**config.mk**
```make
export PLATFORM = sky130hd
export DESIGN_NAME = fifo_resource_credit_allocator_flat
export DESIGN_NICKNAME = d
export VERILOG_FILES = /design/src/design/frca_pkg.sv /design/src/design/frca_if.sv /design/src/design/fifo_resource_credit_allocator.sv /design/src/design/frca_ram.sv /design/src/design/frca_ctrl.sv /design/src/design/frca_dp.sv /design/src/flat_wrapper.sv
export SDC_FILE = /design/constraint.sdc
export NUM_CORES = 2
export LEC_CHECK = 0
export BUFFER_PORTS_ARGS = -buffer_cell sky130_fd_sc_hd__clkbuf_2
export CORE_MARGIN = 2
export CORE_UTILIZATION = 40
export CTS_CLUSTER_DIAMETER = 80
export DETAILED_ROUTE_END_ITERATION = 7
export PLACE_DENSITY = 0.56
export SYNTH_ARGS = -nofsm -noshare
export SYNTH_HDL_FRONTEND = slang
export SYNTH_HIERARCHICAL = 1
export SYNTH_SLANG_ARGS = --single-unit
```
**constraint.sdc**
```tcl
create_clock -name clk_i -period 10.65 [get_ports clk_i]
set_clock_uncertainty 0.2 [all_clocks]
set_input_delay 1.065 -clock clk_i [delete_from_list [all_inputs] [get_ports clk_i]]
set_output_delay 1.065 -clock clk_i [all_outputs]
set_load 0.01 [all_outputs]
```
**src/design/frca_pkg.sv**
```systemverilog
// ----------------------------------------------------------------------------
// frca_pkg
// Shared types, constants and helpers of the resource credit allocator.
// ----------------------------------------------------------------------------
package frca_pkg;

  localparam int QUEUE_DEPTH_DEF  = 16;
  localparam int CLIENT_SLOTS_DEF = 16;
  localparam int POOL_COUNT_DEF   = 3;

  localparam int ResW    = 2;
  localparam int JobW    = 16;
  localparam int ClientW = 4;
  localparam int AmtW    = 16;
  localparam int CfgIdxW = 2;
  localparam int CfgW    = 16;
  localparam int EntryW  = ClientW + JobW + AmtW;

  localparam logic CMD_RESERVE = 1'b0;
  localparam logic CMD_RELEASE = 1'b1;

  localparam logic KIND_GRANT  = 1'b0;
  localparam logic KIND_REJECT = 1'b1;

  typedef enum logic [CfgIdxW-1:0] {
    CFG_CPU_CAP = 2'd0,
    CFG_MEM_CAP = 2'd1,
    CFG_GPU_CAP = 2'd2
  } cfg_idx_e;

  typedef enum logic [3:0] {
    S_IDLE,
    S_DECODE,
    S_REJ,
    S_REL_RD,
    S_REL_ADD,
    S_DRAIN,
    S_CHK,
    S_GUPD,
    S_EMIT,
    S_FIN
  } state_e;

  typedef struct packed {
    logic latch;
    logic ins;
    logic rej_push;
    logic pool_clr;
    logic pool_next;
    logic rel_rd;
    logic rel_add;
    logic hold_clr;
    logic st_rd;
    logic grant;
    logic gupd;
    logic emit;
    logic fin;
  } cmd_t;

  typedef struct packed {
    logic is_rel;
    logic full;
    logic holds_in;
    logic fill_zero;
    logic fits;
    logic last_pool;
    logic out_free;
    logic pend_valid;
  } sts_t;

  function automatic logic [AmtW-1:0] sat16(input logic [AmtW-1:0] a,
                                            input logic [AmtW-1:0] b);
    logic [AmtW:0] s;
    s = {1'b0, a} + {1'b0, b};
    return s[AmtW] ? {AmtW{1'b1}} : s[AmtW-1:0];
  endfunction

endpackage

```
**src/design/frca_if.sv**
```systemverilog
// ----------------------------------------------------------------------------
// frca_if
// Request, result and configuration channels of the allocator.
// ----------------------------------------------------------------------------
interface frca_req_if;
  logic        valid;
  logic        ready;
  logic        command;
  logic [1:0]  resource;
  logic [15:0] job_id;
  logic [3:0]  client;
  logic [15:0] amount;
  modport source(output valid, command, resource, job_id, client, amount, input ready);
  modport sink(input valid, command, resource, job_id, client, amount, output ready);
endinterface

interface frca_res_if;
  logic        valid;
  logic        ready;
  logic        result_kind;
  logic [15:0] grant_job;
  logic [3:0]  grant_client;
  logic [1:0]  grant_resource;
  logic [15:0] grant_amount;
  logic        last_result;
  modport source(output valid, result_kind, grant_job, grant_client, grant_resource,
                 grant_amount, last_result, input ready);
  modport sink(input valid, result_kind, grant_job, grant_client, grant_resource,
               grant_amount, last_result, output ready);
endinterface

interface frca_cfg_if;
  logic        valid;
  logic        ready;
  logic [1:0]  index;
  logic [15:0] data;
  modport source(output valid, index, data, input ready);
  modport sink(input valid, index, data, output ready);
endinterface

```
**src/design/fifo_resource_credit_allocator.sv**
```systemverilog
// ----------------------------------------------------------------------------
// fifo_resource_credit_allocator
// Head-of-line FIFO allocator for cpu, mem and gpu credit pools.
//
//   channel  dir  contents
//   in_i     in   command, resource, job_id, client, amount
//   out_o    out  result_kind, grant_job, grant_client, grant_resource,
//                 grant_amount, last_result
//   cfg_i    in   index (pool capacity register), data
//
// One item at a time. Decode latches and checks the request. Draining visits
// each pool in turn up to a head that blocks; each grant reads the request store,
// checks and grants, updates the client total RAM and emits. A release first
// reads and adds back the client's total in each pool. No clearing pass after
// reset. A stalled output stretches the drain; the input is taken again once
// the final result, if any, is in the output register.
// ----------------------------------------------------------------------------
module fifo_resource_credit_allocator #(
  parameter int QueueDepth  = frca_pkg::QUEUE_DEPTH_DEF,
  parameter int ClientSlots = frca_pkg::CLIENT_SLOTS_DEF,
  parameter int PoolCount   = frca_pkg::POOL_COUNT_DEF
) (
  input logic     clk_i,
  input logic     rst_ni,
  frca_req_if.sink   in_i,
  frca_res_if.source out_o,
  frca_cfg_if.sink   cfg_i
);
  import frca_pkg::*;

  cmd_t cmd;
  sts_t sts;

  assign cfg_i.ready = 1'b1;

  frca_ctrl u_ctrl (
    .clk_i     (clk_i),
    .rst_ni    (rst_ni),
    .in_valid_i(in_i.valid),
    .in_ready_o(in_i.ready),
    .sts_i     (sts),
    .cmd_o     (cmd)
  );

  frca_dp #(
    .QueueDepth (QueueDepth),
    .ClientSlots(ClientSlots),
    .PoolCount  (PoolCount)
  ) u_dp (
    .clk_i         (clk_i),
    .rst_ni        (rst_ni),
    .cmd_i         (cmd),
    .sts_o         (sts),
    .in_command_i  (in_i.command),
    .in_resource_i (in_i.resource),
    .in_job_i      (in_i.job_id),
    .in_client_i   (in_i.client),
    .in_amount_i   (in_i.amount),
    .cfg_we_i      (cfg_i.valid),
    .cfg_index_i   (cfg_i.index),
    .cfg_data_i    (cfg_i.data),
    .out_valid_o   (out_o.valid),
    .out_ready_i   (out_o.ready),
    .out_kind_o    (out_o.result_kind),
    .out_job_o     (out_o.grant_job),
    .out_client_o  (out_o.grant_client),
    .out_resource_o(out_o.grant_resource),
    .out_amount_o  (out_o.grant_amount),
    .out_last_o    (out_o.last_result)
  );
endmodule

```
**src/design/frca_ram.sv**
```systemverilog
// ----------------------------------------------------------------------------
// frca_ram
// Generic single-write, single-read RAM with registered read data.
// ----------------------------------------------------------------------------
module frca_ram #(
  parameter int Width = 8,
  parameter int Depth = 16
) (
  input  logic                     clk_i,
  input  logic                     we_i,
  input  logic [$clog2(Depth)-1:0] waddr_i,
  input  logic [Width-1:0]         wdata_i,
  input  logic                     re_i,
  input  logic [$clog2(Depth)-1:0] raddr_i,
  output logic [Width-1:0]         rdata_o
);
  logic [Width-1:0] mem_q [Depth];
  logic [Width-1:0] rdata_q;

  always_ff @(posedge clk_i) begin
    if (we_i) begin
      mem_q[waddr_i] <= wdata_i;
    end
    if (re_i) begin
      rdata_q <= mem_q[raddr_i];
    end
  end

  assign rdata_o = rdata_q;
endmodule

```
**src/design/frca_ctrl.sv**
```systemverilog
// ----------------------------------------------------------------------------
// frca_ctrl
// Sequencer: decode, reject, release and in-order drain of each pool.
// ----------------------------------------------------------------------------
module frca_ctrl (
  input  logic          clk_i,
  input  logic          rst_ni,
  input  logic          in_valid_i,
  output logic          in_ready_o,
  input  frca_pkg::sts_t sts_i,
  output frca_pkg::cmd_t cmd_o
);
  import frca_pkg::*;

  state_e state_q, state_d;

  always_ff @(posedge clk_i or negedge rst_ni) begin
    if (!rst_ni) begin
      state_q <= S_IDLE;
    end else begin
      state_q <= state_d;
    end
  end

  always_comb begin
    state_d    = state_q;
    cmd_o      = '0;
    in_ready_o = 1'b0;
    case (state_q)
      S_IDLE: begin
        in_ready_o = 1'b1;
        if (in_valid_i) begin
          cmd_o.latch    = 1'b1;
          cmd_o.pool_clr = 1'b1;
          state_d        = S_DECODE;
        end
      end
      S_DECODE: begin
        if (sts_i.is_rel) begin
          state_d = sts_i.holds_in ? S_REL_RD : S_IDLE;
        end else if (sts_i.full) begin
          state_d = S_REJ;
        end else begin
          cmd_o.ins = 1'b1;
          state_d   = S_DRAIN;
        end
      end
      S_REJ: begin
        if (sts_i.out_free) begin
          cmd_o.rej_push = 1'b1;
          state_d        = S_IDLE;
        end
      end
      S_REL_RD: begin
        cmd_o.rel_rd = 1'b1;
        state_d      = S_REL_ADD;
      end
      S_REL_ADD: begin
        cmd_o.rel_add = 1'b1;
        if (sts_i.last_pool) begin
          cmd_o.hold_clr = 1'b1;
          cmd_o.pool_clr = 1'b1;
          state_d        = S_DRAIN;
        end else begin
          cmd_o.pool_next = 1'b1;
          state_d         = S_REL_RD;
        end
      end
      S_DRAIN: begin
        if (sts_i.fill_zero) begin
          if (sts_i.last_pool) begin
            state_d = S_FIN;
          end else begin
            cmd_o.pool_next = 1'b1;
          end
        end else begin
          cmd_o.st_rd = 1'b1;
          state_d     = S_CHK;
        end
      end
      S_CHK: begin
        if (sts_i.fits) begin
          cmd_o.grant = 1'b1;
          state_d     = S_GUPD;
        end else if (sts_i.last_pool) begin
          state_d = S_FIN;
        end else begin
          cmd_o.pool_next = 1'b1;
          state_d         = S_DRAIN;
        end
      end
      S_GUPD: begin
        cmd_o.gupd = 1'b1;
        state_d    = S_EMIT;
      end
      S_EMIT: begin
        if (!sts_i.pend_valid || sts_i.out_free) begin
          cmd_o.emit = 1'b1;
          state_d    = S_DRAIN;
        end
      end
      S_FIN: begin
        if (!sts_i.pend_valid) begin
          state_d = S_IDLE;
        end else if (sts_i.out_free) begin
          cmd_o.fin = 1'b1;
          state_d   = S_IDLE;
        end
      end
      default: state_d = S_IDLE;
    endcase
  end
endmodule

```
**src/design/frca_dp.sv**
```systemverilog
// ----------------------------------------------------------------------------
// frca_dp
// Datapath: pool queues, available counts, client totals and result stage.
// ----------------------------------------------------------------------------
module frca_dp #(
  parameter int QueueDepth  = frca_pkg::QUEUE_DEPTH_DEF,
  parameter int ClientSlots = frca_pkg::CLIENT_SLOTS_DEF,
  parameter int PoolCount   = frca_pkg::POOL_COUNT_DEF
) (
  input  logic                          clk_i,
  input  logic                          rst_ni,
  input  frca_pkg::cmd_t                cmd_i,
  output frca_pkg::sts_t                sts_o,
  input  logic                          in_command_i,
  input  logic [frca_pkg::ResW-1:0]     in_resource_i,
  input  logic [frca_pkg::JobW-1:0]     in_job_i,
  input  logic [frca_pkg::ClientW-1:0]  in_client_i,
  input  logic [frca_pkg::AmtW-1:0]     in_amount_i,
  input  logic                          cfg_we_i,
  input  logic [frca_pkg::CfgIdxW-1:0]  cfg_index_i,
  input  logic [frca_pkg::CfgW-1:0]     cfg_data_i,
  output logic                          out_valid_o,
  input  logic                          out_ready_i,
  output logic                          out_kind_o,
  output logic [frca_pkg::JobW-1:0]     out_job_o,
  output logic [frca_pkg::ClientW-1:0]  out_client_o,
  output logic [frca_pkg::ResW-1:0]     out_resource_o,
  output logic [frca_pkg::AmtW-1:0]     out_amount_o,
  output logic                          out_last_o
);
  import frca_pkg::*;

  localparam int QW  = $clog2(QueueDepth);
  localparam int FW  = $clog2(QueueDepth + 1);
  localparam int PW  = (PoolCount > 1) ? $clog2(PoolCount) : 1;
  localparam int SW  = $clog2(ClientSlots);
  localparam int SD  = PoolCount * QueueDepth;
  localparam int SAW = $clog2(SD);
  localparam int GD  = ClientSlots * PoolCount;
  localparam int GAW = $clog2(GD);

  function automatic logic [SW-1:0] slot_of(input logic [ClientW-1:0] c);
    logic [8:0] v;
    v = 9'(c);
    for (int i = 0; i < 8; i++) begin
      if (v >= 9'(ClientSlots)) v = v - 9'(ClientSlots);
    end
    return SW'(v);
  endfunction

  logic                cmd_q;
  logic [PW-1:0]       pool_q;
  logic [JobW-1:0]     job_q;
  logic [ClientW-1:0]  client_q;
  logic [AmtW-1:0]     amt_q;
  logic [PW-1:0]       dp_q;
  logic [QW-1:0]       head_q  [PoolCount];
  logic [FW-1:0]       fill_q  [PoolCount];
  logic [AmtW-1:0]     avail_q [PoolCount];
  logic [ClientSlots-1:0] holds_q;
  logic [GD-1:0]       gv_q;
  logic                gvalid_q;

  logic                pend_valid_q;
  logic [JobW-1:0]     pend_job_q;
  logic [ClientW-1:0]  pend_client_q;
  logic [PW-1:0]       pend_pool_q;
  logic [AmtW-1:0]     pend_amt_q;

  logic                out_valid_q;
  logic                out_kind_q;
  logic [JobW-1:0]     out_job_q;
  logic [ClientW-1:0]  out_client_q;
  logic [ResW-1:0]     out_res_q;
  logic [AmtW-1:0]     out_amt_q;
  logic                out_last_q;

  logic [EntryW-1:0]   st_rdata;
  logic [ClientW-1:0]  st_client;
  logic [JobW-1:0]     st_job;
  logic [AmtW-1:0]     st_amt;
  logic [QW:0]         tsum;
  logic [QW-1:0]       tail;
  logic [SAW-1:0]      st_waddr, st_raddr;
  logic [SW-1:0]       slot_in, slot_st, g_slot;
  logic [GAW-1:0]      g_addr;
  logic [AmtW-1:0]     g_rdata, g_val, g_wdata;
  logic [PW-1:0]       pool_in;
  logic                out_free;

  assign {st_client, st_job, st_amt} = st_rdata;
  assign slot_in = slot_of(client_q);
  assign slot_st = slot_of(st_client);
  assign g_slot  = cmd_i.rel_rd ? slot_in : slot_st;
  assign g_addr  = GAW'(32'(g_slot) * PoolCount + 32'(dp_q));
  // unwritten or released totals read as zero
  assign g_val   = gvalid_q ? g_rdata : '0;
  assign g_wdata = sat16(g_val, st_amt);

  always_comb begin
    tsum = {1'b0, head_q[pool_q]} + (QW+1)'(fill_q[pool_q]);
    if (tsum >= (QW+1)'(QueueDepth)) tsum = tsum - (QW+1)'(QueueDepth);
    tail = tsum[QW-1:0];
  end

  assign st_waddr = SAW'(32'(pool_q) * QueueDepth + 32'(tail));
  assign st_raddr = SAW'(32'(dp_q) * QueueDepth + 32'(head_q[dp_q]));
  assign pool_in  = (32'(in_resource_i) < PoolCount) ? PW'(in_resource_i) : PW'(PoolCount - 1);
  assign out_free = !out_valid_q || out_ready_i;

  frca_ram #(.Width(EntryW), .Depth(SD)) u_store (
    .clk_i  (clk_i),
    .we_i   (cmd_i.ins),
    .waddr_i(st_waddr),
    .wdata_i({client_q, job_q, amt_q}),
    .re_i   (cmd_i.st_rd),
    .raddr_i(st_raddr),
    .rdata_o(st_rdata)
  );

  frca_ram #(.Width(AmtW), .Depth(GD)) u_granted (
    .clk_i  (clk_i),
    .we_i   (cmd_i.gupd),
    .waddr_i(g_addr),
    .wdata_i(g_wdata),
    .re_i   (cmd_i.rel_rd || cmd_i.grant),
    .raddr_i(g_addr),
    .rdata_o(g_rdata)
  );

  always_ff @(posedge clk_i) begin
    if (cmd_i.latch) begin
      cmd_q    <= in_command_i;
      pool_q   <= pool_in;
      job_q    <= in_job_i;
      client_q <= in_client_i;
      amt_q    <= in_amount_i;
    end
    if (cmd_i.emit) begin
      pend_job_q    <= st_job;
      pend_client_q <= st_client;
      pend_pool_q   <= dp_q;
      pend_amt_q    <= st_amt;
    end
    if (cmd_i.rej_push) begin
      out_kind_q   <= KIND_REJECT;
      out_job_q    <= job_q;
      out_client_q <= client_q;
      out_res_q    <= ResW'(pool_q);
      out_amt_q    <= amt_q;
      out_last_q   <= 1'b1;
    end else if ((cmd_i.emit || cmd_i.fin) && pend_valid_q) begin
      out_kind_q   <= KIND_GRANT;
      out_job_q    <= pend_job_q;
      out_client_q <= pend_client_q;
      out_res_q    <= ResW'(pend_pool_q);
      out_amt_q    <= pend_amt_q;
      out_last_q   <= cmd_i.fin;
    end
  end

  always_ff @(posedge clk_i or negedge rst_ni) begin
    if (!rst_ni) begin
      dp_q         <= '0;
      holds_q      <= '0;
      gv_q         <= '0;
      gvalid_q     <= 1'b0;
      pend_valid_q <= 1'b0;
      out_valid_q  <= 1'b0;
      for (int p = 0; p < PoolCount; p++) begin
        head_q[p]  <= '0;
        fill_q[p]  <= '0;
        avail_q[p] <= '0;
      end
    end else begin
      if (cmd_i.pool_clr) begin
        dp_q <= '0;
      end else if (cmd_i.pool_next) begin
        dp_q <= dp_q + 1'b1;
      end
      if (cfg_we_i && cfg_index_i <= CFG_GPU_CAP && 32'(cfg_index_i) < PoolCount) begin
        avail_q[PW'(cfg_index_i)] <= cfg_data_i;
      end
      if (cmd_i.ins) begin
        fill_q[pool_q] <= fill_q[pool_q] + 1'b1;
      end
      if (cmd_i.rel_rd || cmd_i.grant) begin
        gvalid_q <= gv_q[g_addr];
      end
      if (cmd_i.rel_rd) begin
        gv_q[g_addr] <= 1'b0;
      end
      if (cmd_i.rel_add) begin
        avail_q[dp_q] <= sat16(avail_q[dp_q], g_val);
      end
      if (cmd_i.hold_clr) begin
        holds_q[slot_in] <= 1'b0;
      end
      if (cmd_i.grant) begin
        avail_q[dp_q] <= avail_q[dp_q] - st_amt;
        head_q[dp_q]  <= (head_q[dp_q] == QW'(QueueDepth - 1)) ? '0 : head_q[dp_q] + 1'b1;
        fill_q[dp_q]  <= fill_q[dp_q] - 1'b1;
      end
      if (cmd_i.gupd) begin
        holds_q[slot_st] <= 1'b1;
        gv_q[g_addr]     <= 1'b1;
      end
      if (cmd_i.emit) begin
        pend_valid_q <= 1'b1;
      end else if (cmd_i.fin) begin
        pend_valid_q <= 1'b0;
      end
      if (cmd_i.rej_push || ((cmd_i.emit || cmd_i.fin) && pend_valid_q)) begin
        out_valid_q <= 1'b1;
      end else if (out_ready_i) begin
        out_valid_q <= 1'b0;
      end
    end
  end

  assign sts_o.is_rel     = (cmd_q == CMD_RELEASE);
  assign sts_o.full       = (fill_q[pool_q] == FW'(QueueDepth));
  assign sts_o.holds_in   = holds_q[slot_in];
  assign sts_o.fill_zero  = (fill_q[dp_q] == '0);
  assign sts_o.fits       = (avail_q[dp_q] >= st_amt);
  assign sts_o.last_pool  = (dp_q == PW'(PoolCount - 1));
  assign sts_o.out_free   = out_free;
  assign sts_o.pend_valid = pend_valid_q;

  assign out_valid_o    = out_valid_q;
  assign out_kind_o     = out_kind_q;
  assign out_job_o      = out_job_q;
  assign out_client_o   = out_client_q;
  assign out_resource_o = out_res_q;
  assign out_amount_o   = out_amt_q;
  assign out_last_o     = out_last_q;
endmodule

```
**src/flat_wrapper.sv**
```systemverilog
// flat-port wrapper written by rule: the top's interface ports become plain ports
module fifo_resource_credit_allocator_flat import frca_pkg::*;
#(
  parameter int QueueDepth  = frca_pkg::QUEUE_DEPTH_DEF,
  parameter int ClientSlots = frca_pkg::CLIENT_SLOTS_DEF,
  parameter int PoolCount   = frca_pkg::POOL_COUNT_DEF
)
  (clk_i, rst_ni, in_i_valid, in_i_command, in_i_resource, in_i_job_id, in_i_client, in_i_amount, in_i_ready, out_o_valid, out_o_result_kind, out_o_grant_job, out_o_grant_client, out_o_grant_resource, out_o_grant_amount, out_o_last_result, out_o_ready, cfg_i_valid, cfg_i_index, cfg_i_data, cfg_i_ready);
  frca_req_if in_i_i ();
  frca_res_if out_o_i ();
  frca_cfg_if cfg_i_i ();
  input logic clk_i;
  input logic rst_ni;
  input wire logic [$bits(in_i_i.valid)-1:0] in_i_valid;
  input wire logic [$bits(in_i_i.command)-1:0] in_i_command;
  input wire logic [$bits(in_i_i.resource)-1:0] in_i_resource;
  input wire logic [$bits(in_i_i.job_id)-1:0] in_i_job_id;
  input wire logic [$bits(in_i_i.client)-1:0] in_i_client;
  input wire logic [$bits(in_i_i.amount)-1:0] in_i_amount;
  output wire logic [$bits(in_i_i.ready)-1:0] in_i_ready;
  output wire logic [$bits(out_o_i.valid)-1:0] out_o_valid;
  output wire logic [$bits(out_o_i.result_kind)-1:0] out_o_result_kind;
  output wire logic [$bits(out_o_i.grant_job)-1:0] out_o_grant_job;
  output wire logic [$bits(out_o_i.grant_client)-1:0] out_o_grant_client;
  output wire logic [$bits(out_o_i.grant_resource)-1:0] out_o_grant_resource;
  output wire logic [$bits(out_o_i.grant_amount)-1:0] out_o_grant_amount;
  output wire logic [$bits(out_o_i.last_result)-1:0] out_o_last_result;
  input wire logic [$bits(out_o_i.ready)-1:0] out_o_ready;
  input wire logic [$bits(cfg_i_i.valid)-1:0] cfg_i_valid;
  input wire logic [$bits(cfg_i_i.index)-1:0] cfg_i_index;
  input wire logic [$bits(cfg_i_i.data)-1:0] cfg_i_data;
  output wire logic [$bits(cfg_i_i.ready)-1:0] cfg_i_ready;
  assign in_i_i.valid = in_i_valid;
  assign in_i_i.command = in_i_command;
  assign in_i_i.resource = in_i_resource;
  assign in_i_i.job_id = in_i_job_id;
  assign in_i_i.client = in_i_client;
  assign in_i_i.amount = in_i_amount;
  assign in_i_ready = in_i_i.ready;
  assign out_o_valid = out_o_i.valid;
  assign out_o_result_kind = out_o_i.result_kind;
  assign out_o_grant_job = out_o_i.grant_job;
  assign out_o_grant_client = out_o_i.grant_client;
  assign out_o_grant_resource = out_o_i.grant_resource;
  assign out_o_grant_amount = out_o_i.grant_amount;
  assign out_o_last_result = out_o_i.last_result;
  assign out_o_i.ready = out_o_ready;
  assign cfg_i_i.valid = cfg_i_valid;
  assign cfg_i_i.index = cfg_i_index;
  assign cfg_i_i.data = cfg_i_data;
  assign cfg_i_ready = cfg_i_i.ready;
  fifo_resource_credit_allocator #(.QueueDepth(QueueDepth), .ClientSlots(ClientSlots), .PoolCount(PoolCount)) u_core (.clk_i(clk_i), .rst_ni(rst_ni), .in_i(in_i_i), .out_o(out_o_i), .cfg_i(cfg_i_i));
endmodule
```
==> results.cfg <==
[global_routing]
grt_use_met2 = 0.345
grt_busiest_layer = met2
use_met1 = 0.300
gr-total-overflow = 0
grt_max_degree = 121
antenna_found_initial = 22
grt_pass1_wl_um = 444000
grtUsageTotal = 0.213
grt_pass1_vias = 59049
grtUsageMet3 = 0.0331

[cts]
clockBufferDepth = 4
postCtsSetupRepairBufs = 0
cts_tree = done
clkSinkCount = 2813
ctsHtreeMaxLevel = 5
cts_buffers = 301
hold_buffers = 0
clk_pin_slew_ns = 0.06
ctsRootBufferMaster = clkbuf_16
cts-resized-gates = 0
clock_latency_ns = 0.91

[routing]
wl_um = 313000
vias = 60497
via_per_inst = 5.76
antenna_left = 0
drc = 0
drt_iter0_markers = 6285
wire_per_inst_um = 29.8
dr.pass1.iters = 6

[sta]
tns_ns = 0
max-slew-margin-rel = 0.0794
max_freq_ghz = 0.161
max_slew.worst_pin.slew_ns = 1.38
min_period_ns = 6.21
setup_violations = 0
finalMaxSlewViolations = 0
fin_ws_ns = 4.44
rsz0062_at_grt = false
period_share = 0.583
final-hold-violation-count = 0

[synthesis]
yosysSeqAreaShare = 0.737
synth_edf_count = 2663
synth_fp_nets = 6370
ys.flop_type = edfxtp_1
syn_area_mm2 = 0.114
synth_area_per_cell_um2 = 18.2
async_flop_share = 0.0526
ys_ff_latch = 2813
yosys_warnings = 6
ys_types = 92
synth_cells = 6242

[die]
rows = 195
io_pins = 105
die_area_mm2 = 0.288
die_y_um = 537
start_util = 0.402
die-width_um = 537
core-area_mm2 = 0.282

[job]
cap_violations = 0

[power]
p_leak_nw = 41.4
power.density_mw_per_mm2 = 293
vdd_drop_max_mv = 0.349

[worst_setup_path]
required_ns = 11.07
critPathArrivalTime_ns = 6.64
critPathKind = flop to flop
timing.rr.start = u_core/u_ctrl/state_q[0]$_DFFE_PN0P_
start_kind = flop
cp-startpoint = u_core/u_ctrl/state_q[0]$_DFFE_PN0P_
critPathCaptureType = flop
crit_path_max_fanout = 33

[placement]
pre_cts_ws_ns = 4.50
port_buffers = 103
gp_congestion = 0.880
dp_hpwl_um = 183000

[finish]
final_common_cell = edfxtp_1
final_layout_size_suffix_gt1_frac = 0.181
utilization = 0.457
area_delta_synth_final_pct = 13.5
fin_nets = 6626
most-common-layout-cells = 2663 x edfxtp_1, 902 x mux2i_1, 308 x clkbuf_16

[hold_path]
min_path_type = primary input to async pin

[run_status]
status = complete, no violations
-- flip-flops by register name, summed over array words and instances, names as in the netlist, 2 cells and up --
signal,count
u_core/u_ctrl/state_q,4
u_core/u_dp/gv_q,48
u_core/u_dp/client_q,4
u_core/u_dp/out_client_o,4
u_core/u_dp/out_resource_o,2
u_core/u_dp/amt_q,16
u_core/u_dp/u_store/mem_q,1728
u_core/u_dp/head_q,12
u_core/u_dp/u_store/rdata_o,36
u_core/u_dp/fill_q,15
u_core/u_dp/pend_client_q,4
u_core/u_dp/dp_q,2
u_core/u_dp/u_granted/mem_q,768
u_core/u_dp/pend_pool_q,2
u_core/u_dp/u_granted/rdata_o,16
u_core/u_dp/out_amount_o,16
u_core/u_dp/holds_q,16
u_core/u_dp/pend_amt_q,16
u_core/u_dp/out_job_o,16
u_core/u_dp/avail_q,48
u_core/u_dp/job_q,16
u_core/u_dp/pend_job_q,16
u_core/u_dp/pool_q,2
-- worst max-delay path, cell delays in order, from the launching register on --
cell and delay (ns):
dfrtp_1 0.65, nand2_1 0.18, nor3_1 0.17, buf_4 0.22, mux2_2 0.39, fa_1 0.52
ha_4 0.19, fa_2 0.69, buf_4 0.61, nor2b_4 0.86, buf_4 0.50, a22o_1 0.21
a221oi_1 0.06, o22ai_1 0.34, o41ai_2 0.14
-- layer usage --
layer	wire length [um]	up-vias
li1	-	25881
met1	135000	32030
met2	150000	2145
met3	19500	429
met4	8720	12
met5	82	-
-- path summary, 6_finish.rpt --
path                                                               to  slack [ns]  depth (start not counted)
max reg2reg                u_core/u_dp/u_granted/rdata_o[9]$_DFFE_PP_        4.44                         14
min                                 u_core/u_dp/avail_q[41]$_DFF_PN0_        0.09                          1
min reg2reg                       u_core/u_dp/pend_job_q[5]$_DFFE_PP_        0.22                          0
min in group clk_i                    u_core/u_dp/amt_q[12]$_DFFE_PP_        0.13                          1
max                        u_core/u_dp/u_granted/rdata_o[9]$_DFFE_PP_        4.44                         14
max in group asynchronous            u_core/u_dp/avail_q[1]$_DFF_PN0_        8.80                          2
-- final cells by class --
class	count	area, um^2
antenna	15	37.5
clock buffer	376	8000
clock inverter	171	1800
fill	23864	153000
inverter	48	180
multi-input combinational	3021	28200
sequential	2813	83700
tap	3743	4680
timing repair buffer	313	2290
-- power breakdown --
part           total [mW]  switching (mW)  leakage, nW  internal [mW]
Sequential           14.3           0.318         25.8           14.0
Combinational        13.1            8.57         10.9           4.50
Clock                10.4            4.36         4.75           6.06
-- logic make-up after synthesis --
group,count (synthesis),synth area share
AOI/OAI and AO/OA,1085,0.0705
other,1,0.0000330
DFF,2813,0.737
buffers and inverters,408,0.0197
muxes,1212,0.136
xor gates and xnor gates,56,0.00432
adders and majority gates,68,0.00772
and+or+nand+nor,599,0.0245
-- synth_stat cells, drive strengths merged (29+ instances only) --
cell type | n | share of area
edfxtp | 2663 | 0.70
a21oi | 181 | 0.0082
nor2 | 173 | 0.0058
buf | 191 | 0.012
dfrtp | 148 | 0.033
ha | 62 | 0.0068
clkbuf | 169 | 0.0056
nand3 | 29 | 0.0013
o21ai | 214 | 0.0094
mux2 | 44 | 0.0044
o41ai | 53 | 0.0075
mux2i | 903 | 0.080
inv | 48 | 0.0016
xnor2 | 37 | 0.0029
a221oi | 114 | 0.0089
a22oi | 233 | 0.015
nand2 | 224 | 0.0075
mux4 | 265 | 0.053
a22o | 110 | 0.0085
o22ai | 66 | 0.0036
-- per-stage QoR --
| step | area (um^2) | hold WS (ns) | power, mW | std cells |
|---|---|---|---|---|
| after floorplan | 114000 | 0.200 | 23.2 | 6242 |
| after global placement | 119000 | 0.205 | 27.4 | 9935 |
| after detailed placement | 119000 | 0.205 | 27.6 | 9937 |
| after CTS | 129000 | 0.0573 | 38.0 | 10484 |
| after global routing | 129000 | 0.0853 | 39.2 | 10486 |
| final | 129000 | 0.0925 | 37.8 | 10500 |
Power figures use the tool's default switching activity.
